<file path="config.mk">
export PLATFORM = sky130hd
export DESIGN_NAME = ipv4_header_check_top_flat
export DESIGN_NICKNAME = d
export VERILOG_FILES = /design/src/rtl/core/ihc_pkg.sv /design/src/rtl/core/ihc_if.sv /design/src/rtl/core/ipv4_header_check_top.sv /design/src/rtl/core/ihc_in_stage.sv /design/src/rtl/core/ihc_check.sv /design/src/rtl/core/ihc_out_stage.sv /design/src/flat_wrapper.sv
export SDC_FILE = /design/constraint.sdc
export NUM_CORES = 1
export LEC_CHECK = 0
export BUFFER_PORTS_ARGS = -buffer_cell sky130_fd_sc_hd__buf_4
export CORE_MARGIN = 2
export CORE_UTILIZATION = 64
export DETAILED_ROUTE_END_ITERATION = 7
export PLACE_DENSITY = 0.85
export SYNTH_ARGS = -nofsm -noshare
export SYNTH_HDL_FRONTEND = slang
export SYNTH_SLANG_ARGS = --single-unit
</file>
<file path="constraint.sdc">
create_clock -name clk -period 11.6 [get_ports clk]
set_input_delay 1.16 -clock clk [delete_from_list [all_inputs] [get_ports clk]]
set_output_delay 1.16 -clock clk [all_outputs]
set_load 0.02 [all_outputs]
</file>
<file path="src/rtl/core/ihc_pkg.sv">
// ihc_pkg: shared types and constants of the IPv4 header check block.
// No dependencies; every other file of the block uses it.
`default_nettype none

package ihc_pkg;

  localparam int unsigned HDR_WORDS = 10;
  localparam logic [3:0] IPV4_VERSION = 4'd4;
  localparam logic [15:0] WORD_MASK = 16'hFFFF;
  localparam int unsigned OUT_CNT_BITS = 32;

  typedef enum logic [2:0] {
    V_ACCEPTED     = 3'd0,
    V_TOO_SHORT    = 3'd1,
    V_BAD_VERSION  = 3'd2,
    V_TTL_ZERO     = 3'd3,
    V_BAD_CHECKSUM = 3'd4
  } verdict_t;

  // one registered frame word
  typedef struct packed {
    logic [15:0] header_word;
    logic        end_of_frame;
  } word_t;

  // one verdict as it travels to the result register
  typedef struct packed {
    verdict_t                  verdict;
    logic [7:0]                protocol;
    logic [OUT_CNT_BITS-1:0]   error_total;
    logic [OUT_CNT_BITS-1:0]   drop_total;
  } result_t;

endpackage

`default_nettype wire

</file>
<file path="src/rtl/core/ihc_if.sv">
// ihc_in_if / ihc_out_if: valid-ready channels of the IPv4 header check.
// Depends on ihc_pkg for the verdict type.
`default_nettype none

interface ihc_in_if;
  logic        valid;
  logic        ready;
  logic [15:0] header_word;
  logic        end_of_frame;

  modport source (output valid, output header_word, output end_of_frame, input ready);
  modport sink   (input valid, input header_word, input end_of_frame, output ready);
endinterface

interface ihc_out_if;
  logic              valid;
  logic              ready;
  ihc_pkg::verdict_t verdict;
  logic [7:0]        protocol;
  logic [31:0]       error_total;
  logic [31:0]       drop_total;

  modport source (output valid, output verdict, output protocol, output error_total,
                  output drop_total, input ready);
  modport sink   (input valid, input verdict, input protocol, input error_total,
                  input drop_total, output ready);
endinterface

`default_nettype wire

</file>
<file path="src/rtl/core/ipv4_header_check_top.sv">
// ipv4_header_check_top: IPv4 header checksum and field check over a word stream.
// Depends on ihc_pkg, ihc_if, ihc_in_stage, ihc_check and ihc_out_stage.
//
//  channel  | dir | requests carry                              | handshake
//  ---------+-----+---------------------------------------------+-------------------
//  in_ch    | in  | header_word[15:0], end_of_frame             | valid/ready
//  out_ch   | out | verdict[2:0], protocol[7:0], error_total,   | valid/ready
//           |     | drop_total (32 bits each)                   |
//
// One word request per cycle, sustained while out_ch takes its verdicts; a word is
// held in the input register, checked, and its verdict is loaded into the result
// register, from which out_ch takes it. The 16-bit add with end-around fold in
// ihc_check sits between the input and result registers.
// Reset (rst_n low, synchronous) empties both registers and clears frame state
// and counters. A verdict waiting in the result register holds the word behind it
// in the input register; one more word can enter an empty input register, then the
// input stalls until the verdict is taken.
`default_nettype none

module ipv4_header_check_top #(
  parameter int unsigned COUNTER_BITS = 32
) (
  input  wire logic  clk,
  input  wire logic  rst_n,
  ihc_in_if.sink     in_ch,
  ihc_out_if.source  out_ch
);

  logic             word_valid;
  ihc_pkg::word_t   word;
  logic             out_free;
  logic             adv;
  logic             res_valid;
  ihc_pkg::result_t res;

  // the registered word moves through the check when the result slot can take
  // whatever it may produce
  assign adv = word_valid && out_free;

  ihc_in_stage u_in (
    .clk        (clk),
    .rst_n      (rst_n),
    .in_ch      (in_ch),
    .adv        (adv),
    .word_valid (word_valid),
    .word       (word)
  );

  ihc_check #(
    .COUNTER_BITS (COUNTER_BITS)
  ) u_check (
    .clk       (clk),
    .rst_n     (rst_n),
    .adv       (adv),
    .word      (word),
    .res_valid (res_valid),
    .res       (res)
  );

  ihc_out_stage u_out (
    .clk      (clk),
    .rst_n    (rst_n),
    .load     (adv && res_valid),
    .res      (res),
    .out_ch   (out_ch),
    .out_free (out_free)
  );

endmodule

`default_nettype wire

</file>
<file path="src/rtl/core/ihc_in_stage.sv">
// ihc_in_stage: input register of the header check, one word deep.
// Depends on ihc_pkg and ihc_in_if.
`default_nettype none

module ihc_in_stage (
  input  wire logic           clk,
  input  wire logic           rst_n,
  ihc_in_if.sink              in_ch,
  input  wire logic           adv,
  output logic                word_valid,
  output ihc_pkg::word_t      word
);

  logic           valid_r;
  ihc_pkg::word_t word_r;
  logic           take;

  assign in_ch.ready = !valid_r || adv;
  assign take        = in_ch.valid && in_ch.ready;

  always_ff @(posedge clk) begin
    if (!rst_n) begin
      valid_r <= 1'b0;
    end else if (take) begin
      valid_r <= 1'b1;
    end else if (adv) begin
      valid_r <= 1'b0;
    end
  end

  always_ff @(posedge clk) begin
    if (take) begin
      word_r.header_word  <= in_ch.header_word;
      word_r.end_of_frame <= in_ch.end_of_frame;
    end
  end

  assign word_valid = valid_r;
  assign word       = word_r;

endmodule

`default_nettype wire

</file>
<file path="src/rtl/core/ihc_check.sv">
// ihc_check: frame state, folded ones' complement sum and verdict logic.
// Depends on ihc_pkg.
`default_nettype none

module ihc_check #(
  parameter int unsigned COUNTER_BITS = 32
) (
  input  wire logic           clk,
  input  wire logic           rst_n,
  input  wire logic           adv,
  input  ihc_pkg::word_t      word,
  output logic                res_valid,
  output ihc_pkg::result_t    res
);

  localparam logic [COUNTER_BITS-1:0] CNT_ONE = {{(COUNTER_BITS-1){1'b0}}, 1'b1};

  logic [3:0]              word_idx_r, word_idx_nxt;
  logic [16:0]             sum_r, sum_nxt;
  logic                    ver_bad_r, ver_bad_nxt;
  logic                    ttl_zero_r, ttl_zero_nxt;
  logic [7:0]              proto_r, proto_nxt;
  logic                    skip_r, skip_nxt;
  logic [COUNTER_BITS-1:0] err_r, err_nxt;
  logic [COUNTER_BITS-1:0] drop_r, drop_nxt;

  logic [3:0]  idx_inc;
  logic [17:0] raw_sum;
  logic [16:0] fold_sum;
  logic        vb, tz;
  logic [7:0]  pb;
  logic [63:0] err_ext, drop_ext;

  ihc_pkg::verdict_t res_verdict;
  logic [7:0]        res_protocol;

  assign idx_inc  = word_idx_r + 4'd1;
  assign raw_sum  = {1'b0, sum_r} + {2'b00, word.header_word};
  assign fold_sum = {1'b0, raw_sum[15:0]} + {15'd0, raw_sum[17:16]};
  assign vb = (word_idx_r == 4'd0) ? (word.header_word[15:12] != ihc_pkg::IPV4_VERSION)
                                   : ver_bad_r;
  assign tz = (word_idx_r == 4'd4) ? (word.header_word[15:8] == 8'd0) : ttl_zero_r;
  assign pb = (word_idx_r == 4'd4) ? word.header_word[7:0] : proto_r;

  always_comb begin
    word_idx_nxt = word_idx_r;
    sum_nxt      = sum_r;
    ver_bad_nxt  = ver_bad_r;
    ttl_zero_nxt = ttl_zero_r;
    proto_nxt    = proto_r;
    skip_nxt     = skip_r;
    err_nxt      = err_r;
    drop_nxt     = drop_r;
    res_valid    = 1'b0;
    res_verdict  = ihc_pkg::V_ACCEPTED;
    res_protocol = 8'd0;

    if (skip_r) begin
      if (word.end_of_frame) begin
        skip_nxt = 1'b0;
      end
    end else if (idx_inc < 4'(ihc_pkg::HDR_WORDS)) begin
      if (word.end_of_frame) begin
        // frame ended inside the header
        res_valid    = 1'b1;
        res_verdict  = ihc_pkg::V_TOO_SHORT;
        word_idx_nxt = 4'd0;
        sum_nxt      = 17'd0;
        ver_bad_nxt  = 1'b0;
        ttl_zero_nxt = 1'b0;
        proto_nxt    = 8'd0;
      end else begin
        word_idx_nxt = idx_inc;
        sum_nxt      = fold_sum;
        ver_bad_nxt  = vb;
        ttl_zero_nxt = tz;
        proto_nxt    = pb;
      end
    end else begin
      res_valid = 1'b1;
      if (vb) begin
        res_verdict = ihc_pkg::V_BAD_VERSION;
        err_nxt     = err_r + CNT_ONE;
      end else if (tz) begin
        res_verdict = ihc_pkg::V_TTL_ZERO;
        drop_nxt    = drop_r + CNT_ONE;
      end else if (fold_sum[15:0] != ihc_pkg::WORD_MASK) begin
        res_verdict = ihc_pkg::V_BAD_CHECKSUM;
        err_nxt     = err_r + CNT_ONE;
      end else begin
        res_verdict  = ihc_pkg::V_ACCEPTED;
        res_protocol = pb;
      end
      skip_nxt     = !word.end_of_frame;
      word_idx_nxt = 4'd0;
      sum_nxt      = 17'd0;
      ver_bad_nxt  = 1'b0;
      ttl_zero_nxt = 1'b0;
      proto_nxt    = 8'd0;
    end
  end

  assign err_ext  = 64'(err_nxt);
  assign drop_ext = 64'(drop_nxt);
  assign res      = {res_verdict, res_protocol,
                     err_ext[ihc_pkg::OUT_CNT_BITS-1:0],
                     drop_ext[ihc_pkg::OUT_CNT_BITS-1:0]};

  always_ff @(posedge clk) begin
    if (!rst_n) begin
      word_idx_r <= 4'd0;
      sum_r      <= 17'd0;
      ver_bad_r  <= 1'b0;
      ttl_zero_r <= 1'b0;
      proto_r    <= 8'd0;
      skip_r     <= 1'b0;
      err_r      <= '0;
      drop_r     <= '0;
    end else if (adv) begin
      word_idx_r <= word_idx_nxt;
      sum_r      <= sum_nxt;
      ver_bad_r  <= ver_bad_nxt;
      ttl_zero_r <= ttl_zero_nxt;
      proto_r    <= proto_nxt;
      skip_r     <= skip_nxt;
      err_r      <= err_nxt;
      drop_r     <= drop_nxt;
    end
  end

endmodule

`default_nettype wire

</file>
<file path="src/rtl/core/ihc_out_stage.sv">
// ihc_out_stage: result register driving the verdict channel.
// Depends on ihc_pkg and ihc_out_if.
`default_nettype none

module ihc_out_stage (
  input  wire logic           clk,
  input  wire logic           rst_n,
  input  wire logic           load,
  input  ihc_pkg::result_t    res,
  ihc_out_if.source           out_ch,
  output logic                out_free
);

  logic             valid_r;
  ihc_pkg::result_t res_r;

  assign out_free = !valid_r || out_ch.ready;

  always_ff @(posedge clk) begin
    if (!rst_n) begin
      valid_r <= 1'b0;
    end else if (load) begin
      valid_r <= 1'b1;
    end else if (out_ch.ready) begin
      valid_r <= 1'b0;
    end
  end

  always_ff @(posedge clk) begin
    if (load) begin
      res_r <= res;
    end
  end

  assign out_ch.valid       = valid_r;
  assign out_ch.verdict     = res_r.verdict;
  assign out_ch.protocol    = res_r.protocol;
  assign out_ch.error_total = res_r.error_total;
  assign out_ch.drop_total  = res_r.drop_total;

endmodule

`default_nettype wire

</file>
<file path="src/flat_wrapper.sv">
// flat-port wrapper written by rule: the top's interface ports become plain ports
module ipv4_header_check_top_flat 
#(
  parameter int unsigned COUNTER_BITS = 32
)
  (clk, rst_n, in_ch_valid, in_ch_header_word, in_ch_end_of_frame, in_ch_ready, out_ch_valid, out_ch_verdict, out_ch_protocol, out_ch_error_total, out_ch_drop_total, out_ch_ready);
  ihc_in_if in_ch_i ();
  ihc_out_if out_ch_i ();
  input  wire logic clk;
  input  wire logic rst_n;
  input wire logic [$bits(in_ch_i.valid)-1:0] in_ch_valid;
  input wire logic [$bits(in_ch_i.header_word)-1:0] in_ch_header_word;
  input wire logic [$bits(in_ch_i.end_of_frame)-1:0] in_ch_end_of_frame;
  output wire logic [$bits(in_ch_i.ready)-1:0] in_ch_ready;
  output wire logic [$bits(out_ch_i.valid)-1:0] out_ch_valid;
  output wire logic [$bits(out_ch_i.verdict)-1:0] out_ch_verdict;
  output wire logic [$bits(out_ch_i.protocol)-1:0] out_ch_protocol;
  output wire logic [$bits(out_ch_i.error_total)-1:0] out_ch_error_total;
  output wire logic [$bits(out_ch_i.drop_total)-1:0] out_ch_drop_total;
  input wire logic [$bits(out_ch_i.ready)-1:0] out_ch_ready;
  assign in_ch_i.valid = in_ch_valid;
  assign in_ch_i.header_word = in_ch_header_word;
  assign in_ch_i.end_of_frame = in_ch_end_of_frame;
  assign in_ch_ready = in_ch_i.ready;
  assign out_ch_valid = out_ch_i.valid;
  assign out_ch_verdict = out_ch_i.verdict;
  assign out_ch_protocol = out_ch_i.protocol;
  assign out_ch_error_total = out_ch_i.error_total;
  assign out_ch_drop_total = out_ch_i.drop_total;
  assign out_ch_i.ready = out_ch_ready;
  ipv4_header_check_top #(.COUNTER_BITS(COUNTER_BITS)) u_core (.clk(clk), .rst_n(rst_n), .in_ch(in_ch_i), .out_ch(out_ch_i));
endmodule
</file>
==> results of run 1 <==
[logic make-up after synthesis]
group / synth area share, %
AO/OA/AOI/OAI: 13.2
XOR/XNOR: 9.61
adder cells (fa/ha/maj): 3.26
buffers and inverters: 3.08
flip-flops: 48.9
multiplexers: 0.324
AND/OR/NAND/NOR: 21.6
[worst max-delay path, stage by stage, from the launching register on]
cell	delay [ps]
edfxtp_1	410
ha_1	270
fa_1	430
a211oi_2	380
o31ai_4	150
o21a_1	250
a31o_1	250
a21o_1	190
a21oi_1	170
xnor2_1	140
ha_1	180
inv_1	50
fa_1	390
nor2_1	250
nand3_1	150
or3_1	320
a211o_1	320
nor4b_2	460
a31o_4	730
nor2_1	160
xor2_1	190
[per-layer routing]
metal | track usage [%] | share of wire [%] | wire (um) | vias to the layer above
met4 | 10.3 | 2.5 | 544 | 0
li1 | - | - | - | 3749
met2 | 44.9 | 49 | 10500 | 278
met3 | 4.64 | 5.7 | 1220 | 51
met5 | 0 | 0 | 0 | -
met1 | 34.1 | 43 | 9080 | 3732
[cell usage after synthesis (all sizes together) (17+ instances only)]
master	instances	area [sq um]
xor2	56	490
a21oi	73	365
a22oi	21	158
dfxtp	98	1960
o31ai	30	239
nand2	88	330
edfxtp	92	2760
xnor2	50	438
ha	22	275
and3	22	138
nor2	117	439
or3	17	106
clkbuf	40	151
o21ai	24	124
nor3	26	135
nand3	43	215
or4	33	251
[final cells by class]
class                      count  share of cell area (%)
inverter                      16                   0.543
tap                          184                    2.08
multi-input combinational    738                    42.1
clock buffer                  18                    3.88
clock inverter                14                    1.69
sequential                   190                    42.7
timing repair buffer         103                    6.99
[per-stage QoR]
| step | instances | hold WS, ps | worst slack, ps | util (%) | cell area (sq um) |
|---|---|---|---|---|---|
| detailed placement | 1231 | 445 | 5520 | 71.3 | 10400 |
| global route | 1263 | 495 | 5140 | 75.5 | 11100 |
| global placement | 1231 | 441 | 5710 | 71.3 | 10400 |
| floorplan | 995 | 432 | 6120 | - | 9660 |
| CTS | 1263 | 453 | 5510 | 75.5 | 11100 |
| finish | 1263 | 454 | 5480 | 75.5 | 11100 |
[flip-flops by register name, indices dropped and copies added, names as in the netlist]
register / cells
u_core.u_check.drop_r: 32
u_core.u_check.err_r: 32
u_core.u_check.proto_r: 8
u_core.u_check.skip_r: 1
u_core.u_check.sum_r: 17
u_core.u_check.ttl_zero_r: 1
u_core.u_check.ver_bad_r: 1
u_core.u_check.word_idx_r: 4
u_core.u_in.word: 17
u_core.u_in.word_valid: 1
u_core.u_out.out_ch.drop_total: 32
u_core.u_out.out_ch.error_total: 32
u_core.u_out.out_ch.protocol: 8
u_core.u_out.out_ch.valid: 1
u_core.u_out.out_ch.verdict: 3
[power by group]
part | total, uW | internal, uW | switching (uW)
combinational | 102 | 36.3 | 65.5
sequential | 716 | 710 | 6.23
clock | 609 | 344 | 265
total | 1430 | 1090 | 336
[worst max path at each step]
stage	startpoint	end	slack, ps	cells after the start
global placement	u_core.u_in.word[1]	u_core.u_out.out_ch.error_total[24]	5710	20
global route	u_core.u_in.word[1]	u_core.u_out.out_ch.error_total[21]	5140	20
floorplan	out_ch_ready	u_core.u_out.out_ch.drop_total[0]	6120	6
finish	u_core.u_in.word[1]	u_core.u_out.out_ch.error_total[30]	5480	20
detailed placement	u_core.u_in.word[1]	u_core.u_out.out_ch.error_total[30]	5520	20
CTS	u_core.u_in.word[1]	u_core.u_out.out_ch.error_total[30]	5510	20
==> impl_metrics.env, run 1 <==
export IMPL_worst_pin_slew_ps=1160
export IMPL_grt_start_max_net_pins=81
export IMPL_cts_resized=0
export IMPL_vias=7810
export IMPL_cts_clk_slew_worst_paths_ps=70
export IMPL_crit_path_end_kind="flip-flop"
export IMPL_cp_max_fo=77
export IMPL_hold_buffers=0
export IMPL_grt_pass1_vias=7158
export IMPL_slew_viol_final=0
export IMPL_totalWireLength_mm=21.4
export IMPL_htree_levels=4
export IMPL_avgRoutedWirePerCell_um=16.9
export IMPL_async_flop_share_pct=0
export IMPL_rr_startpoint="u_core.u_in.word[1]"
export IMPL_core_rowCount=44
export IMPL_root_buffer="clkbuf_16"
export IMPL_start_kind="flip-flop"
export IMPL_ir_drop_mv=0.112
export IMPL_rsz0062_at_grt="false"
export IMPL_synth_nets=1040
export IMPL_syn2layout_area_growth_pct=14.4
export IMPL_cts_tree="built"
export IMPL_hold_viol=0
export IMPL_total_power_uw=1430
export IMPL_dieArea_sq_um=16100
export IMPL_grt_overflow_total=0
export IMPL_critical_path_class="reg -> reg"
export IMPL_crit_required_ps=11780
export IMPL_reg2reg_depth=20
export IMPL_outcome="completed"
export IMPL_ys_ff_latch=190
export IMPL_start_util_pct=66.0
export IMPL_grt_usage_pct=26.5
export IMPL_syn_area_sq_um=9660
export IMPL_core_region_area_sq_um=14600
export IMPL_yosys_warnings=0
export IMPL_r2r_end="u_core.u_out.out_ch.error_total[30]"
export IMPL_reg2reg_slack_ps=5480
export IMPL_firstDrtPassIters=5
export IMPL_die_width_um=127
export IMPL_numCtsBuffers=17
export IMPL_cts_num_sinks=190
export IMPL_fillers=1016
export IMPL_finalCriticalPeriod_ps=6120
export IMPL_synth_cell_types=74
export IMPL_min_period_over_period_pct=52.7
export IMPL_via_per_inst=6.18
export IMPL_nets=1111
export IMPL_min_to="u_core.u_check.ttl_zero_r"
export IMPL_fmax_mhz=163
export IMPL_drc=0
export IMPL_grt_pass1_wl_mm=34.2
export IMPL_synth_edff_count=92
export IMPL_timing_setup_tns_ps=0
export IMPL_mostFrequentLayoutCells="nor2_1, buf_4, dfxtp_1, edfxtp_1, nand2_1"
export IMPL_clock_skew_ps=11.8
export IMPL_ys_seq_area_share_pct=48.9
export IMPL_port_buffers=97
export IMPL_insertion_delay_ps=440
export IMPL_grt_antenna_before_repair=0
export IMPL_syn_inst=995
export IMPL_maxCapViolations=0
export IMPL_drt_iter0_drc=678
export IMPL_cts_buffer_depth=2
export IMPL_postCtsSetupBuffers=0
export IMPL_die_height_um=127
export IMPL_setup_viol=0
export IMPL_syn_avg_cell_area_sq_um=9.71
export IMPL_min_delay_start="u_core.u_check.ttl_zero_r"
export IMPL_hold_depth=2
export IMPL_dp_hpwl_mm=14.1
export IMPL_drive_gt1_share_pct=14.3
export IMPL_cellLeakagePower_uw=0.00427
export IMPL_power_density_nw_per_um2=129
export IMPL_ant_nets=0
export IMPL_hold_class="reg -> reg"
export IMPL_diodes=0
export IMPL_slew_headroom_pct=22.6
export IMPL_seq_area_sq_um=4720
export IMPL_multi_input_area_sq_um=4650
export IMPL_final_common_cell="nor2_1"
export IMPL_cp_arrival_ps=6300
export IMPL_num_io_pins=98
export IMPL_gp_congestion=0.909
export IMPL_ys_flop_type="dfxtp_1"
Power figures use the tool's default switching activity.
==> run 2, diff against run 1 <==
CORE_UTILIZATION = 54   (was 64)
PLACE_DENSITY = 0.76   (was 0.85)
clock period = 5.3 ns   (was 11.6 ns; I/O delays follow)
==> run 2 against run 1 <==
  * Wire length grew 0.49%
  * Critical endpoint is now u_core.u_check.err_r[9]
  * Global-route usage decreased by 3.7 points
  * Largest cell class is now multi-input gates
  * Highest routed layer unchanged
  * Clock power grew 110%
==> impl_metrics.env, run 2 (synthesized netlist as in run 1, its figures left out) <==
export IMPL_grt_usage_pct=22.8
export IMPL_critical_path_class="reg -> reg"
export IMPL_drc=0
export IMPL_cts_tree="built"
export IMPL_grt_antenna_before_repair=0
export IMPL_rsz0062_at_grt="true"
export IMPL_mostFrequentLayoutCells="buf_4, nor2_1, dfxtp_1, edfxtp_1, nand2_1"
export IMPL_nets=1142
export IMPL_hold_depth=1
export IMPL_ir_drop_mv=0.245
export IMPL_start_util_pct=55.5
export IMPL_stdcell_area_sq_um=11400
export IMPL_cts_clk_slew_worst_paths_ps=70
export IMPL_pwr_share_clk_pct=41.6
export IMPL_die_width_um=138
export IMPL_maxCapViolations=0
export IMPL_worst_pin_slew_ps=1210
export IMPL_slew_viol_final=0
export IMPL_finalCriticalPeriod_ps=5130
export IMPL_drive_gt1_share_pct=18.3
export IMPL_port_buffers=97
export IMPL_slew_headroom_pct=19.0
export IMPL_crit_required_ps=5650
export IMPL_start_kind="flip-flop"
export IMPL_cts_buffer_depth=2
export IMPL_die_height_um=138
export IMPL_hold_buffers=0
export IMPL_min_period_over_period_pct=96.8
export IMPL_gp_congestion=0.872
export IMPL_cp_arrival_ps=5480
export IMPL_outcome="completed"
export IMPL_cts_num_sinks=190
export IMPL_power_density_nw_per_um2=270
export IMPL_dp_hpwl_mm=14.2
export IMPL_root_buffer="clkbuf_16"
export IMPL_sw_frac_of_total_pct=22.7
export IMPL_htree_levels=4
export IMPL_insertion_delay_ps=420
export IMPL_comb_power_share_pct=7.7
export IMPL_total_power_uw=3090
export IMPL_grt_overflow_total=0
export IMPL_p_int_uw=2390
export IMPL_cpMaxStageDelayCell="or4_1"
export IMPL_cp_max_fo=42
export IMPL_grt_start_max_net_pins=81
export IMPL_reg2reg_depth=23
export IMPL_fmax_mhz=195
export IMPL_cellLeakagePower_uw=0.00446
export IMPL_r2r_end="u_core.u_check.err_r[9]"
export IMPL_min_to="u_core.u_in.word[10]"
export IMPL_min_delay_start="in_ch_header_word[9]"
export IMPL_numCtsBuffers=17
export IMPL_place_area_sq_um=10600
export IMPL_max_stage_delay_ps=540
export IMPL_grt_pass1_vias=7125
export IMPL_grt_pass1_wl_mm=34.3
export IMPL_rr_startpoint="u_core.u_in.word[1]"
export IMPL_core_rowCount=48
export IMPL_ant_nets=0
export IMPL_crit_path_end_kind="flip-flop"
export IMPL_crit_chain="ha_2 -> fa_2 -> a211oi_4 -> o31ai_4 -> o21a_1 -> a31o_1 -> a21o_1 -> a21oi_2 -> xnor2_1 -> ha_2 -> inv_2 -> fa_2 -> nor2_4 -> buf_6 -> nand4_1 -> nor2_1 -> and3b_1 -> xnor2_1 -> nor4b_4 -> a31o_4 -> buf_12 -> or4_1 -> a21oi_2"
export IMPL_firstDrtPassIters=5
export IMPL_totalWireLength_mm=21.5
export IMPL_drt_iter0_drc=604
export IMPL_pwr_share_seq_pct=50.7
export IMPL_hold_class="in -> reg"
export IMPL_diodes=0
export IMPL_vias=7824
export IMPL_syn2layout_area_growth_pct=18.3
export IMPL_final_common_cell="buf_4"
export IMPL_avgRoutedWirePerCell_um=16.1
export IMPL_core_region_area_sq_um=17400
export IMPL_num_io_pins=98
export IMPL_p_switching_uw=703
export IMPL_reg2reg_slack_ps=170
export IMPL_dieArea_sq_um=19000
export IMPL_hold_viol=0
export IMPL_via_per_inst=5.86
export IMPL_clock_skew_ps=9.49
export IMPL_setup_viol=0
run 2: layout make-up:
| type | count | area [sq um] |
|---|---|---|
| Clock inverter | 9 | 109 |
| Timing Repair Buffer | 134 | 1030 |
| Fill cell | 1417 | 5980 |
| Clock buffer | 23 | 488 |
| Tap cell | 225 | 282 |
| Multi-Input combinational cell | 738 | 4740 |
| Inverter | 16 | 60.1 |
| Sequential cell | 190 | 4720 |
run 2: through the flow:
stage	std cells	worst slack, ps	setup TNS (ps)	hold slack [ps]	utilization [%]
finish	1335	169	0	277	65.7
global route	1335	-67.9	-1600	267	65.7
CTS	1332	6.90	0	265	65.1
detailed placement	1289	-74.6	-1640	459	61.1
global placement	1289	37.6	0	439	61.1
floorplan	995	23.1	0	432	-
run 2: layer usage:
layer  vias up  wire length, um  track usage (%)
met5         -                0                0
met4         0              313             6.97
met3        33             1020             3.68
met2       227            10500             37.0
met1      3754             9630             31.4
li1       3810                -                -
run 2: power groups by stage:
stage	combinational [uW]	clock, uW	sequential (uW)
after floorplan	151	0	1600
after global placement	224	0	1600
after detailed placement	226	0	1600
after CTS	232	1300	1570
after global routing	261	1360	1570
final	238	1290	1570
run 2: critical path: cells and delay by family, from the launching register on:
kind            cells  cell delay, ps
simple gates        6            1390
xor+xnor            2             210
buf+inv             3             330
flops               1             400
compound gates      8            1540
fa+ha+maj           4            1170
run 2: what timing repair did:
action	CTS	global route
gates resized for setup	5	20
pin swaps	4	20
setup buffers	11	5
setup endpoints to repair	60	75
run 2: worst max path at each step:
stage,startpoint,cells after the start,endpoint,slack [ps]
floorplan,u_core.u_in.word[1],22,u_core.u_out.out_ch.error_total[7],20
global placement,u_core.u_in.word[1],23,u_core.u_check.err_r[29],40
detailed placement,u_core.u_in.word[1],23,u_core.u_check.err_r[12],-70
CTS,u_core.u_in.word[1],23,u_core.u_check.err_r[12],7
global route,u_core.u_in.word[1],23,u_core.u_check.err_r[7],-70
finish,u_core.u_in.word[1],23,u_core.u_check.err_r[9],170
==> run 3, diff against run 2 <==
ABC_AREA = 1   (was not set)
==> run 3 against run 2 <==
  * Non-clock buffer count shrank 28
  * Synthesized area rose by 4.1%
  * Cell count up 23%
==> impl_metrics.env, run 3 <==
export IMPL_ys_seq_area_share_pct=47.0
export IMPL_rsz0062_at_grt="false"
export IMPL_avgRoutedWirePerCell_um=13.9
export IMPL_numCtsBuffers=17
export IMPL_fin_cells=1637
export IMPL_slew_headroom_pct=29.1
export IMPL_timing_setup_tns_ps=0
export IMPL_die_width_um=141
export IMPL_insertion_delay_ps=440
export IMPL_maxCapViolations=0
export IMPL_drt_iter0_drc=593
export IMPL_fmax_mhz=212
export IMPL_hold_class="in -> reg"
export IMPL_syn_avg_cell_area_sq_um=7.72
export IMPL_timing_final_ws_setup_ps=585
export IMPL_vias=8565
export IMPL_dieArea_sq_um=19700
export IMPL_cpMaxStageDelayCell="edfxtp_1"
export IMPL_pwr_share_seq_pct=49.7
export IMPL_cts_tree="built"
export IMPL_cts_buffer_depth=2
export IMPL_yosys_warnings=0
export IMPL_ys_ff_latch=190
export IMPL_core_region_area_sq_um=18100
export IMPL_ir_drop_mv=0.213
export IMPL_num_io_pins=98
export IMPL_grt_pass1_wl_mm=37.5
export IMPL_synth_nets=1349
export IMPL_crit_path_end_kind="flip-flop"
export IMPL_start_util_pct=55.4
export IMPL_postLayoutCoreUtil_pct=64.2
export IMPL_start_kind="flip-flop"
export IMPL_ys_flop_type="dfxtp_1"
export IMPL_htree_levels=4
export IMPL_drc=0
export IMPL_min_period_over_period_pct=89.0
export IMPL_grt_overflow_total=0
export IMPL_p_switching_uw=953
export IMPL_die_height_um=141
export IMPL_hold_buffers=0
export IMPL_syn_inst=1304
export IMPL_seq_area_sq_um=4720
export IMPL_final_common_cell="nand2_1"
export IMPL_dp_hpwl_mm=16.3
export IMPL_grt_usage_pct=23.4
export IMPL_grt_antenna_before_repair=0
export IMPL_gp_congestion=0.924
export IMPL_async_flop_share_pct=0
export IMPL_synth_edff_count=92
export IMPL_sw_frac_of_total_pct=28.6
export IMPL_clock_skew_ps=14.5
export IMPL_synth_area_leaders="edfxtp_1, dfxtp_1, nand2_1"
export IMPL_yosys_area_top_type="edfxtp_1"
export IMPL_diodes=0
export IMPL_comb_power_share_pct=11.4
export IMPL_cts_clk_slew_worst_paths_ps=80
export IMPL_power_density_nw_per_um2=286
export IMPL_ant_nets=0
export IMPL_cp_max_fo=15
export IMPL_outcome="completed"
export IMPL_hold_viol=0
export IMPL_max_stage_delay_ps=400
export IMPL_finalCriticalPeriod_ps=4720
export IMPL_core_rowCount=49
export IMPL_cellLeakagePower_uw=0.00531
export IMPL_p_int_uw=2380
export IMPL_port_buffers=97
export IMPL_drive_gt1_share_pct=14.3
export IMPL_pwr_share_clk_pct=38.9
export IMPL_crit_required_ps=5480
export IMPL_grt_start_max_net_pins=65
export IMPL_via_per_inst=5.23
export IMPL_cts_num_sinks=190
export IMPL_multi_input_area_sq_um=4400
export IMPL_mostFrequentLayoutCells="nand2_1, inv_1, nand3_1, buf_4, a21oi_1"
export IMPL_synth_most_common_cell="nand2_1"
export IMPL_synth_top_cell_area_share_pct=27.5
export IMPL_critical_path_class="reg -> reg"
export IMPL_setup_viol=0
export IMPL_synth_common_cells="nand2_1, inv_1, nand3_1"
export IMPL_dp_slack_ps=409
export IMPL_synth_cell_types=42
export IMPL_grt_pass1_vias=7885
export IMPL_firstDrtPassIters=7
export IMPL_worst_pin_slew_ps=1060
export IMPL_fillers=1596
export IMPL_root_buffer="clkbuf_16"
export IMPL_cp_arrival_ps=4890
export IMPL_dp_cells=1601
export IMPL_syn2layout_area_growth_pct=15.7
export IMPL_cp_common_cell="nand2_1"
export IMPL_syn_area_sq_um=10100
export IMPL_nets=1440
export IMPL_slew_viol_final=0
export IMPL_totalWireLength_mm=22.8
run 3: what timing repair did:
action / 4_1_cts / 5_1_grt
setup buffers: 0 / 4
endpoints found under the setup margin: 0 / 44
gates resized for setup: 0 / 6
run 3: cell type report:
cell class / instances / area share, %
Sequential cell: 190 / 40.6
Clock inverter: 15 / 1.61
Timing Repair Buffer: 106 / 6.94
Inverter: 216 / 7.00
Clock buffer: 17 / 3.65
Multi-Input combinational cell: 864 / 37.8
Tap cell: 229 / 2.46
run 3: worst paths after layout:
path	startpoint	to	slack, ps	cells after the start
setup / recovery	u_core.u_in.word[1]	u_core.u_out.out_ch.error_total[7]	580	31
hold / removal	in_ch_header_word[10]	u_core.u_in.word[11]	270	1
setup reg to reg	u_core.u_in.word[1]	u_core.u_out.out_ch.error_total[7]	580	31
hold reg to reg	u_core.u_check.proto_r[7]	u_core.u_check.proto_r[7]	470	2
run 3: metal layers:
| metal | GRT usage (%) | routed length [um] | vias to the layer above |
|---|---|---|---|
| met2 | 38.0 | 10400 | 245 |
| met5 | 0 | 0 | - |
| met3 | 3.66 | 1240 | 39 |
| li1 | - | - | 4404 |
| met1 | 32.2 | 10700 | 3877 |
| met4 | 8.11 | 455 | 0 |
run 3: critical path: cells and delay by family, from the launching register on:
family / cells / cell delay [ps]
compound gates: 1 / 70
xor+xnor: 1 / 140
flops: 1 / 400
buf+inv: 3 / 290
simple gates: 22 / 2390
fa+ha+maj: 4 / 1170
run 3: kinds of logic (layout without fill, tap and decap cells):
family | count (synthesis) | count (layout) | synth area share [%]
XOR/XNOR | 33 | 33 | 2.95
AO/OA/AOI/OAI | 170 | 170 | 8.69
AND/OR/NAND/NOR | 629 | 629 | 27.9
adder cells (fa/ha/maj) | 24 | 24 | 3.13
buffers and inverters | 250 | 354 | 9.61
multiplexers | 8 | 8 | 0.796
flip-flops | 190 | 190 | 47.0
run 3: power groups by stage:
stage / sequential [uW] / clock [uW] / combinational [uW]
floorplan: 1700 / 0 / 249
global placement: 1690 / 0 / 369
detailed placement: 1690 / 0 / 376
CTS: 1650 / 1320 / 379
global route: 1660 / 1380 / 428
finish: 1650 / 1300 / 380
run 3: through the flow:
| stage | instance area [sq um] | hold WS (ps) | total power, uW |
|---|---|---|---|
| 3_5_place_dp | 11000 | 455 | 2060 |
| 6_report | 11600 | 265 | 3330 |
| 2_1_floorplan | 10100 | 421 | 1950 |
| 5_1_grt | 11600 | 254 | 3470 |
| 4_1_cts | 11600 | 261 | 3350 |
| 3_3_place_gp | 11000 | 452 | 2050 |
